`config.mk`:
```
export PLATFORM = sky130hd
export DESIGN_NAME = box_overlap_ratio_unit_flat
export DESIGN_NICKNAME = d
export VERILOG_FILES = /design/src/rtl/core/bor_pkg.sv /design/src/rtl/core/bor_ifs.sv /design/src/rtl/core/bor_geom.sv /design/src/rtl/core/bor_rank.sv /design/src/rtl/core/bor_div.sv /design/src/rtl/core/box_overlap_ratio_unit.sv /design/src/flat_wrapper.sv
export SDC_FILE = /design/constraint.sdc
export NUM_CORES = 2
export LEC_CHECK = 0
export BUFFER_PORTS_ARGS = -buffer_cell sky130_fd_sc_hd__buf_2
export CAP_MARGIN = 40
export CORE_UTILIZATION = 40
export CTS_BUF_LIST = sky130_fd_sc_hd__clkbuf_4 sky130_fd_sc_hd__clkbuf_8
export DETAILED_ROUTE_END_ITERATION = 12
export GPL_TIMING_DRIVEN = 1
export MAX_ROUTING_LAYER = met4
export PLACE_DENSITY = 0.55
export SYNTH_ARGS = -nofsm -noshare
export SYNTH_HDL_FRONTEND = slang
export SYNTH_SLANG_ARGS = --single-unit
```
`constraint.sdc`:
```
create_clock -name clk -period 15.8 [get_ports clk]
set_clock_uncertainty 0.2 [all_clocks]
set_input_delay 3.16 -clock clk [delete_from_list [all_inputs] [get_ports clk]]
set_output_delay 3.16 -clock clk [all_outputs]
set_load 0.02 [all_outputs]
```
`src/rtl/core/bor_pkg.sv`:
```
// Shared types and constants for the box overlap ratio unit.
package bor_pkg;

  // Width of the overlap rank field.
  localparam int unsigned RANK_W = 4;

  // Number of rank thresholds.
  localparam int unsigned N_RANK = 11;

  // Scale of the thresholds: each threshold is given in hundredths.
  localparam int unsigned THRESH_SCALE = 100;

  // Bits needed to hold the largest threshold or the scale.
  localparam int unsigned THRESH_W = 7;

  // Thresholds in hundredths, from the lowest, with the rank that each gives.
  localparam int unsigned RANK_THRESH [N_RANK] = '{1, 10, 20, 30, 40, 50, 60, 70, 80, 90, 101};
  localparam int unsigned RANK_VALUE  [N_RANK] = '{10, 9, 8, 7, 6, 5, 4, 3, 2, 1, 0};

  // Control information that travels with each item down the pipeline.
  typedef struct packed {
    logic              mode;
    logic              degen;
    logic [RANK_W-1:0] rank;
  } bor_ctrl_t;

endpackage

```
`src/rtl/core/bor_ifs.sv`:
```
// Valid/ready channel interfaces for box pairs and overlap results.
interface bor_box_if import bor_pkg::*; #(
  parameter int unsigned COORD_BITS = 12
);
  logic                  valid;
  logic                  ready;
  logic                  mode;
  logic signed [COORD_BITS:0] a_x;
  logic signed [COORD_BITS:0] a_y;
  logic [COORD_BITS-1:0] a_w;
  logic [COORD_BITS-1:0] a_h;
  logic signed [COORD_BITS:0] b_x;
  logic signed [COORD_BITS:0] b_y;
  logic [COORD_BITS-1:0] b_w;
  logic [COORD_BITS-1:0] b_h;

  modport source (output valid, mode, a_x, a_y, a_w, a_h, b_x, b_y, b_w, b_h,
                  input ready);
  modport sink (input valid, mode, a_x, a_y, a_w, a_h, b_x, b_y, b_w, b_h,
                output ready);
endinterface

interface bor_res_if import bor_pkg::*; #(
  parameter int unsigned FRAC_BITS = 16
);
  logic                 valid;
  logic                 ready;
  logic [FRAC_BITS:0]   ratio;
  logic [RANK_W-1:0]    overlap_rank;
  logic                 degenerate;

  modport source (output valid, ratio, overlap_rank, degenerate, input ready);
  modport sink (input valid, ratio, overlap_rank, degenerate, output ready);
endinterface

```
`src/rtl/core/bor_geom.sv`:
```
// Geometry stages: intersection spans, areas, intersection and denominator.
module bor_geom import bor_pkg::*; #(
  parameter int unsigned COORD_BITS = 12
) (
  input  logic                      clk,
  input  logic                      rst,
  bor_box_if.sink                   in_box,
  output logic                      out_valid,
  input  logic                      out_ready,
  output logic [2*COORD_BITS-1:0]   inter,
  output logic [2*COORD_BITS:0]     den,
  output bor_ctrl_t                 ctrl
);

  localparam int unsigned C  = COORD_BITS;
  localparam int unsigned AW = 2 * COORD_BITS;
  localparam int unsigned DW = 2 * COORD_BITS + 1;

  // Stage 1: spans.
  logic signed [C+1:0] ea_x, eb_x, ea_y, eb_y, hi_x, hi_y;
  logic signed [C:0]   lo_x, lo_y;
  logic signed [C+2:0] dx, dy;
  logic                v1, rdy1;
  logic                mode1, ovl1;
  logic [C-1:0]        dx1, dy1, aw1, ah1, bw1, bh1;

  // Stage 2: products.
  logic                v2, rdy2;
  logic                mode2;
  logic [AW-1:0]       inter2, area_a2, area_b2;

  // Stage 3: denominator.
  logic                v3, rdy3;
  logic [DW-1:0]       den_next;

  always_comb begin
    ea_x = (C+2)'(in_box.a_x) + $signed({2'b00, in_box.a_w});
    eb_x = (C+2)'(in_box.b_x) + $signed({2'b00, in_box.b_w});
    ea_y = (C+2)'(in_box.a_y) + $signed({2'b00, in_box.a_h});
    eb_y = (C+2)'(in_box.b_y) + $signed({2'b00, in_box.b_h});
    lo_x = (in_box.a_x > in_box.b_x) ? in_box.a_x : in_box.b_x;
    lo_y = (in_box.a_y > in_box.b_y) ? in_box.a_y : in_box.b_y;
    hi_x = (ea_x < eb_x) ? ea_x : eb_x;
    hi_y = (ea_y < eb_y) ? ea_y : eb_y;
    dx   = (C+3)'(hi_x) - (C+3)'(lo_x);
    dy   = (C+3)'(hi_y) - (C+3)'(lo_y);
  end

  assign rdy3      = !v3 || out_ready;
  assign rdy2      = !v2 || rdy3;
  assign rdy1      = !v1 || rdy2;
  assign in_box.ready = rdy1;
  assign out_valid = v3;

  always_ff @(posedge clk) begin
    if (rst) begin
      v1 <= 1'b0;
      v2 <= 1'b0;
      v3 <= 1'b0;
    end else begin
      if (rdy1) v1 <= in_box.valid;
      if (rdy2) v2 <= v1;
      if (rdy3) v3 <= v2;
    end
  end

  // A non-negative span never exceeds the width of the first box, so the
  // low bits hold it exactly.
  always_ff @(posedge clk) begin
    if (rdy1 && in_box.valid) begin
      mode1 <= in_box.mode;
      ovl1  <= !dx[C+2] && !dy[C+2];
      dx1   <= dx[C-1:0];
      dy1   <= dy[C-1:0];
      aw1   <= in_box.a_w;
      ah1   <= in_box.a_h;
      bw1   <= in_box.b_w;
      bh1   <= in_box.b_h;
    end
  end

  always_ff @(posedge clk) begin
    if (rdy2 && v1) begin
      mode2   <= mode1;
      inter2  <= ovl1 ? AW'(dx1 * dy1) : '0;
      area_a2 <= AW'(aw1 * ah1);
      area_b2 <= AW'(bw1 * bh1);
    end
  end

  // The union never goes negative, since the intersection is no larger
  // than either area.
  assign den_next = mode2 ? DW'(area_a2)
                          : DW'(area_a2) + DW'(area_b2) - DW'(inter2);

  always_ff @(posedge clk) begin
    if (rdy3 && v2) begin
      inter      <= inter2;
      den        <= den_next;
      ctrl.mode  <= mode2;
      ctrl.degen <= (den_next == '0);
      ctrl.rank  <= '0;
    end
  end

endmodule

```
`src/rtl/core/bor_rank.sv`:
```
// Rank stages: exact cross-multiplied comparison against the thresholds.
module bor_rank import bor_pkg::*; #(
  parameter int unsigned COORD_BITS = 12
) (
  input  logic                      clk,
  input  logic                      rst,
  input  logic                      in_valid,
  output logic                      in_ready,
  input  logic [2*COORD_BITS-1:0]   in_inter,
  input  logic [2*COORD_BITS:0]     in_den,
  input  bor_ctrl_t                 in_ctrl,
  output logic                      out_valid,
  input  logic                      out_ready,
  output logic [2*COORD_BITS-1:0]   inter,
  output logic [2*COORD_BITS:0]     den,
  output bor_ctrl_t                 ctrl
);

  localparam int unsigned AW = 2 * COORD_BITS;
  localparam int unsigned DW = 2 * COORD_BITS + 1;
  localparam int unsigned PW = DW + THRESH_W;

  logic                v1, rdy1, v2, rdy2;
  logic [PW-1:0]       prod1 [N_RANK];
  logic [PW-1:0]       scaled1;
  logic [AW-1:0]       inter1;
  logic [DW-1:0]       den1;
  bor_ctrl_t           ctrl1;
  logic [N_RANK-1:0]   le;
  logic [RANK_W-1:0]   rank_enc;

  assign rdy2      = !v2 || out_ready;
  assign rdy1      = !v1 || rdy2;
  assign in_ready  = rdy1;
  assign out_valid = v2;

  always_ff @(posedge clk) begin
    if (rst) begin
      v1 <= 1'b0;
      v2 <= 1'b0;
    end else begin
      if (rdy1) v1 <= in_valid;
      if (rdy2) v2 <= v1;
    end
  end

  always_ff @(posedge clk) begin
    if (rdy1 && in_valid) begin
      for (int i = 0; i < N_RANK; i++) begin
        prod1[i] <= PW'(in_den) * PW'(RANK_THRESH[i]);
      end
      scaled1 <= PW'(in_inter) * PW'(THRESH_SCALE);
      inter1  <= in_inter;
      den1    <= in_den;
      ctrl1   <= in_ctrl;
    end
  end

  // The first threshold that the fraction does not exceed sets the rank.
  always_comb begin
    rank_enc = '0;
    for (int i = 0; i < N_RANK; i++) begin
      le[i] = (scaled1 <= prod1[i]);
    end
    for (int i = N_RANK - 1; i >= 0; i--) begin
      if (le[i]) rank_enc = RANK_W'(RANK_VALUE[i]);
    end
  end

  // A degenerate item is given a full-scale divisor and a zero dividend, so
  // that the divider yields a zero quotient for it.
  always_ff @(posedge clk) begin
    if (rdy2 && v1) begin
      inter      <= ctrl1.degen ? '0 : inter1;
      den        <= ctrl1.degen ? '1 : den1;
      ctrl.mode  <= ctrl1.mode;
      ctrl.degen <= ctrl1.degen;
      ctrl.rank  <= (ctrl1.mode && !ctrl1.degen) ? rank_enc : '0;
    end
  end

endmodule

```
`src/rtl/core/bor_div.sv`:
```
// Pipelined restoring divider: one quotient bit per stage.
module bor_div import bor_pkg::*; #(
  parameter int unsigned COORD_BITS = 12,
  parameter int unsigned FRAC_BITS  = 16
) (
  input  logic                      clk,
  input  logic                      rst,
  input  logic                      in_valid,
  output logic                      in_ready,
  input  logic [2*COORD_BITS-1:0]   in_inter,
  input  logic [2*COORD_BITS:0]     in_den,
  input  bor_ctrl_t                 in_ctrl,
  output logic                      out_valid,
  input  logic                      out_ready,
  output logic [FRAC_BITS:0]        quot,
  output bor_ctrl_t                 ctrl
);

  localparam int unsigned DW = 2 * COORD_BITS + 1;
  localparam int unsigned QW = FRAC_BITS + 1;

  logic            v   [QW];
  logic            rdy [QW];
  logic [DW-1:0]   rem [QW];
  logic [DW-1:0]   dvs [QW];
  logic [QW-1:0]   q   [QW];
  bor_ctrl_t       cs  [QW];

  // The quotient never exceeds one, so the bits above the top quotient bit
  // are zero and the first partial remainder is the intersection itself.
  for (genvar j = 0; j < QW; j++) begin : g_stage
    logic          up_valid, down_ready;
    logic [DW-1:0] up_den;
    logic [QW-1:0] up_q;
    bor_ctrl_t     up_ctrl;
    logic [DW:0]   trial, diff;
    logic          ge;

    if (j == 0) begin : g_first
      assign up_valid = in_valid;
      assign up_den   = in_den;
      assign up_q     = '0;
      assign up_ctrl  = in_ctrl;
      assign trial    = (DW+1)'(in_inter);
    end else begin : g_next
      assign up_valid = v[j-1];
      assign up_den   = dvs[j-1];
      assign up_q     = q[j-1];
      assign up_ctrl  = cs[j-1];
      assign trial    = {rem[j-1], 1'b0};
    end

    if (j == QW - 1) begin : g_last
      assign down_ready = out_ready;
    end else begin : g_mid
      assign down_ready = rdy[j+1];
    end

    assign diff   = trial - {1'b0, up_den};
    assign ge     = (trial >= {1'b0, up_den});
    assign rdy[j] = !v[j] || down_ready;

    always_ff @(posedge clk) begin
      if (rst) begin
        v[j] <= 1'b0;
      end else if (rdy[j]) begin
        v[j] <= up_valid;
      end
    end

    always_ff @(posedge clk) begin
      if (rdy[j] && up_valid) begin
        rem[j] <= ge ? diff[DW-1:0] : trial[DW-1:0];
        dvs[j] <= up_den;
        q[j]   <= {up_q[QW-2:0], ge};
        cs[j]  <= up_ctrl;
      end
    end
  end

  assign in_ready  = rdy[0];
  assign out_valid = v[QW-1];
  assign quot      = q[QW-1];
  assign ctrl      = cs[QW-1];

endmodule

```
`src/rtl/core/box_overlap_ratio_unit.sv`:
```
// Pipeline: three geometry stages, two rank stages and one divider stage per quotient
//   bit, between input transfer and result.
// Throughput: one box pair per cycle while the output is not stalled; the divider's
//   FRAC_BITS + 1 stages each resolve one quotient bit, so every stage can take a new pair each cycle.
// Reset: rst is synchronous and active high; it empties every pipeline stage.
// Top level: overlap ratio of two axis-aligned boxes, with rank in mode 1.
module box_overlap_ratio_unit import bor_pkg::*; #(
  parameter int unsigned COORD_BITS = 12,
  parameter int unsigned FRAC_BITS  = 16
) (
  input  logic       clk,
  input  logic       rst,
  bor_box_if.sink    in_box,
  bor_res_if.source  out_res
);

  localparam int unsigned AW = 2 * COORD_BITS;
  localparam int unsigned DW = 2 * COORD_BITS + 1;

  // Geometry to rank.
  logic          g_valid, g_ready;
  logic [AW-1:0] g_inter;
  logic [DW-1:0] g_den;
  bor_ctrl_t     g_ctrl;

  // Rank to divider.
  logic          r_valid, r_ready;
  logic [AW-1:0] r_inter;
  logic [DW-1:0] r_den;
  bor_ctrl_t     r_ctrl;

  // Divider output.
  logic               d_valid;
  logic [FRAC_BITS:0] d_quot;
  bor_ctrl_t          d_ctrl;

  // The first three stages form the spans, the areas, the intersection and
  // the denominator, which is the union in mode 0 and the first box's area
  // in mode 1. A zero denominator is flagged there.
  bor_geom #(
    .COORD_BITS (COORD_BITS)
  ) u_geom (
    .clk       (clk),
    .rst       (rst),
    .in_box    (in_box),
    .out_valid (g_valid),
    .out_ready (g_ready),
    .inter     (g_inter),
    .den       (g_den),
    .ctrl      (g_ctrl)
  );

  // The next two stages compare one hundred times the intersection with
  // each threshold times the denominator, so the rank is exact rather than
  // derived from the truncated ratio.
  bor_rank #(
    .COORD_BITS (COORD_BITS)
  ) u_rank (
    .clk       (clk),
    .rst       (rst),
    .in_valid  (g_valid),
    .in_ready  (g_ready),
    .in_inter  (g_inter),
    .in_den    (g_den),
    .in_ctrl   (g_ctrl),
    .out_valid (r_valid),
    .out_ready (r_ready),
    .inter     (r_inter),
    .den       (r_den),
    .ctrl      (r_ctrl)
  );

  // The divider's last stage is the output register. Each stage holds its
  // item while the stage below is full and stalled, and takes a new one as
  // soon as it is empty, so bubbles close up and a waiting result does not
  // stop transfers further up.
  bor_div #(
    .COORD_BITS (COORD_BITS),
    .FRAC_BITS  (FRAC_BITS)
  ) u_div (
    .clk       (clk),
    .rst       (rst),
    .in_valid  (r_valid),
    .in_ready  (r_ready),
    .in_inter  (r_inter),
    .in_den    (r_den),
    .in_ctrl   (r_ctrl),
    .out_valid (d_valid),
    .out_ready (out_res.ready),
    .quot      (d_quot),
    .ctrl      (d_ctrl)
  );

  // A degenerate item reaches here with a zero quotient and a zero rank.
  assign out_res.valid        = d_valid;
  assign out_res.ratio        = d_quot;
  assign out_res.overlap_rank = d_ctrl.rank;
  assign out_res.degenerate   = d_ctrl.degen;

endmodule

```
`src/flat_wrapper.sv`:
```
// flat-port wrapper written by rule: the top's interface ports become plain ports
module box_overlap_ratio_unit_flat import bor_pkg::*;
#(
  parameter int unsigned COORD_BITS = 12,
  parameter int unsigned FRAC_BITS  = 16
)
  (clk, rst, in_box_valid, in_box_mode, in_box_a_x, in_box_a_y, in_box_a_w, in_box_a_h, in_box_b_x, in_box_b_y, in_box_b_w, in_box_b_h, in_box_ready, out_res_valid, out_res_ratio, out_res_overlap_rank, out_res_degenerate, out_res_ready);
  bor_box_if #(.COORD_BITS(COORD_BITS)) in_box_i ();
  bor_res_if #(.FRAC_BITS(FRAC_BITS)) out_res_i ();
  input  logic clk;
  input  logic rst;
  input wire logic [$bits(in_box_i.valid)-1:0] in_box_valid;
  input wire logic [$bits(in_box_i.mode)-1:0] in_box_mode;
  input wire logic [$bits(in_box_i.a_x)-1:0] in_box_a_x;
  input wire logic [$bits(in_box_i.a_y)-1:0] in_box_a_y;
  input wire logic [$bits(in_box_i.a_w)-1:0] in_box_a_w;
  input wire logic [$bits(in_box_i.a_h)-1:0] in_box_a_h;
  input wire logic [$bits(in_box_i.b_x)-1:0] in_box_b_x;
  input wire logic [$bits(in_box_i.b_y)-1:0] in_box_b_y;
  input wire logic [$bits(in_box_i.b_w)-1:0] in_box_b_w;
  input wire logic [$bits(in_box_i.b_h)-1:0] in_box_b_h;
  output wire logic [$bits(in_box_i.ready)-1:0] in_box_ready;
  output wire logic [$bits(out_res_i.valid)-1:0] out_res_valid;
  output wire logic [$bits(out_res_i.ratio)-1:0] out_res_ratio;
  output wire logic [$bits(out_res_i.overlap_rank)-1:0] out_res_overlap_rank;
  output wire logic [$bits(out_res_i.degenerate)-1:0] out_res_degenerate;
  input wire logic [$bits(out_res_i.ready)-1:0] out_res_ready;
  assign in_box_i.valid = in_box_valid;
  assign in_box_i.mode = in_box_mode;
  assign in_box_i.a_x = in_box_a_x;
  assign in_box_i.a_y = in_box_a_y;
  assign in_box_i.a_w = in_box_a_w;
  assign in_box_i.a_h = in_box_a_h;
  assign in_box_i.b_x = in_box_b_x;
  assign in_box_i.b_y = in_box_b_y;
  assign in_box_i.b_w = in_box_b_w;
  assign in_box_i.b_h = in_box_b_h;
  assign in_box_ready = in_box_i.ready;
  assign out_res_valid = out_res_i.valid;
  assign out_res_ratio = out_res_i.ratio;
  assign out_res_overlap_rank = out_res_i.overlap_rank;
  assign out_res_degenerate = out_res_i.degenerate;
  assign out_res_i.ready = out_res_ready;
  box_overlap_ratio_unit #(.COORD_BITS(COORD_BITS), .FRAC_BITS(FRAC_BITS)) u_core (.clk(clk), .rst(rst), .in_box(in_box_i), .out_res(out_res_i));
endmodule
```
==> impl_metrics.py <==
metrics = {
    "outcome": {
        "status": "completed",
    },
    "setup_path": {
        "crit_chain": "buf_2 -> nor2b_1 -> nand3_1 -> nor2_1 -> nand2_1 -> nor3_1 -> buf_2 -> and3_1 -> buf_4 -> nand4_1 -> buf_4 -> buf_2",
        "crit_path_end_kind": "primary output",
        "worst_path_max_delay_cell": "nor2_1",
        "cp.arrival_ns": 5.82,
        "criticalPathCategory": "in2out",
        "cp_data_required_time_ns": 12.44,
        "slowest_delay_ns": 0.51,
        "cpMostUsedCell": "buf_2",
        "cp-start-kind": "input port",
        "critPathMaxFanout": 7,
    },
    "route": {
        "wl_um": 297100,
        "dr.first_iter.drc_count": 4275,
        "drcViolationCount": 0,
        "wl_per_cell_um": 20.44,
        "viasPerCell": 5.193,
        "antenna_left": 0,
        "vias": 75460,
        "first_pass_iters": 6,
    },
    "global_route": {
        "grt_max_degree": 73,
        "gr-total-overflow": 0,
        "grt_pass1_vias": 77390,
        "track_usage": 0.2174,
        "grt_pass1_wl_um": 454700,
        "antenna_found_initial": 7,
    },
    "sta": {
        "setup-violations-final": 0,
        "slew_viol_final": 0,
        "tightest_slew_ns": 0.9035,
        "finalCritPeriodShare": 0.5812,
        "max_freq_mhz": 108.9,
        "min_period_ns": 9.183,
        "rsz0062_at_grt": "no",
        "slew_headroom": 0.3977,
        "tns_ns": 0,
        "finalWorstSetupSlack_ns": 6.617,
        "hold_viol": 0,
    },
    "power_and_ir_drop": {
        "ir_drop_v": 0.0007347,
        "p_leak_nw": 53.99,
        "p_per_area_mw_per_mm2": 210.2,
    },
    "yosys": {
        "synth_top_area_share": 0.4111,
        "synth_edf_count": 1522,
        "synth.distinct_cells": 96,
        "synth_area_mm2": 0.1112,
        "ys.warnings.count": 0,
        "synth.ff_latch_count": 1527,
        "synth_cells": 10230,
        "ys_top_cells_by_area": "edfxtp_1, ha_1, fa_1",
        "synth_ff_type": "edfxtp_1",
        "ys_seq_area_frac": 0.4120,
        "synth_area_per_cell_um2": 10.86,
        "ys_async_sr_fraction": 0,
        "synthesis.nets": 12180,
        "synth_area_leader_cell": "edfxtp_1",
    },
    "clocking": {
        "cts-root-buf": "clkbuf_8",
        "cts.sinks": 1527,
        "cts_resized": 0,
        "clock_path_buffers": 4,
        "clk_pin_slew_worst_paths_ns": 0.05,
        "cts_setup_buffers": 0,
        "cts-buffers-inserted": 289,
        "clkLatencyLatePin_ns": 1.01,
        "cts_tree": "built",
        "ctsHtreeMaxLevel": 5,
        "hold_buffers": 0,
    },
    "die": {
        "die_h_um": 529.2,
        "ioPinCount": 129,
        "dieArea_mm2": 0.2800,
        "start_util": 0.4020,
        "core-area_mm2": 0.2765,
        "rows": 193,
        "die_w_um": 529.2,
    },
    "place": {
        "dp_slack_ns": 5.764,
        "placed_area_mm2": 0.1172,
        "port_buffers": 128,
        "post-dp-hpwl_um": 232200,
        "dp_cells": 14030,
        "gp_congestion": 0.8912,
    },
    "layout": {
        "drive_above_1_share": 0.09306,
        "layout_commonest_cell": "inv_1",
        "syn_to_final_growth_pct": 10.47,
        "mostFrequentLayoutCells": "inv_1, edfxtp_1, ha_1, nand2_1, a21oi_1",
        "final_cell_area_mm2": 0.1228,
        "nNetsFinal": 12570,
        "final_cells": 14530,
        "final_util": 0.4441,
    },
    "flow_run": {
        "drv_cap": 0,
    },
    "hold_path": {
        "hp-class": "reg2reg",
    },
}
state kept, by name, summed over array words and instances, names as in the netlist, 25 cells and up:
register and cells:
u_core.u_rank.scaled1 26, u_core.u_div.rem 400, u_core.u_rank.den 25, u_core.u_rank.prod1 163, u_core.u_div.q 153, u_core.u_div.cs 85
u_core.u_geom.den 25, u_core.u_div.dvs 400
metrics by stage:
step / total power, mW / hold WS [ns]
after floorplan: 18.32 / 0.2003
after global placement: 21.76 / 0.2017
after detailed placement: 21.95 / 0.2045
after CTS: 26.09 / 0.1313
after global routing: 28.46 / 0.1274
final: 25.81 / 0.1410
cell families (layout without fill, tap and decap cells):
family	count (synthesis)	count (layout)	share of synthesized area
and+or+nand+nor	2263	2263	0.1007
AOI/OAI and AO/OA	1911	1911	0.1093
adders and majority gates	1847	1847	0.2415
buffers and inverters	1822	2411	0.06242
DFF	1527	1527	0.4120
xor gates and xnor gates	570	570	0.04491
muxes	292	292	0.02913
other	0	5	0
per-layer routing:
metal  global-route usage  part of all wire  vias to the layer above
li1                     -                 -                    36510
met1               0.2687              0.44                    37000
met2               0.3679              0.49                     1456
met3              0.02657             0.039                      501
met4              0.07103             0.032                        0
met5                    -                 0                        -
synth_stat cells (130+ instances only):
master	number
xnor2_1	374
nor2_1	484
mux2_2	193
ha_1	1346
and2_1	188
o21ai_0	427
nor3_1	143
fa_1	499
nand2_1	643
edfxtp_1	1522
nor2b_1	166
xor2_1	196
a21o_1	311
nand3_1	130
a21oi_1	566
inv_1	1667
final cells by class:
type	instances	area, um2
fillers	25880	153700
diodes	5	12.51
flip-flops and latches	1527	45800
multi-input cells	6883	58630
well taps	3705	4636
inverters	1668	6261
clock buffers	357	4494
repair buffers	246	1887
clock inverters	140	1079
path summary, 6_finish.rpt:
check / slack, ns / cells after the start / endpoint / startpoint
setup reg to reg: 9.02 / 20 / u_core.u_geom.inter2[23] / u_core.u_geom.dy1[3]
setup / recovery: 6.62 / 12 / in_box_ready / out_res_ready
hold / removal: 0.14 / 0 / u_core.u_div.cs[0][1] / u_core.u_rank.ctrl[1]
hold reg to reg: 0.14 / 0 / u_core.u_div.cs[0][1] / u_core.u_rank.ctrl[1]
worst max-delay path: cells and delay by family:
family / cells / cell delay (ns)
buffers and inverters: 5 / 0.89
AND/OR/NAND/NOR: 7 / 1.75
power breakdown:
part | leakage [nW] | switching [mW] | internal (mW)
registers | 13.9 | 0.368 | 5.48
logic | 37.2 | 9.09 | 6.99
clock network | 2.90 | 1.80 | 2.08
total | 54.0 | 11.3 | 14.6
No activity file was read; power rests on OpenSTA's default activity.
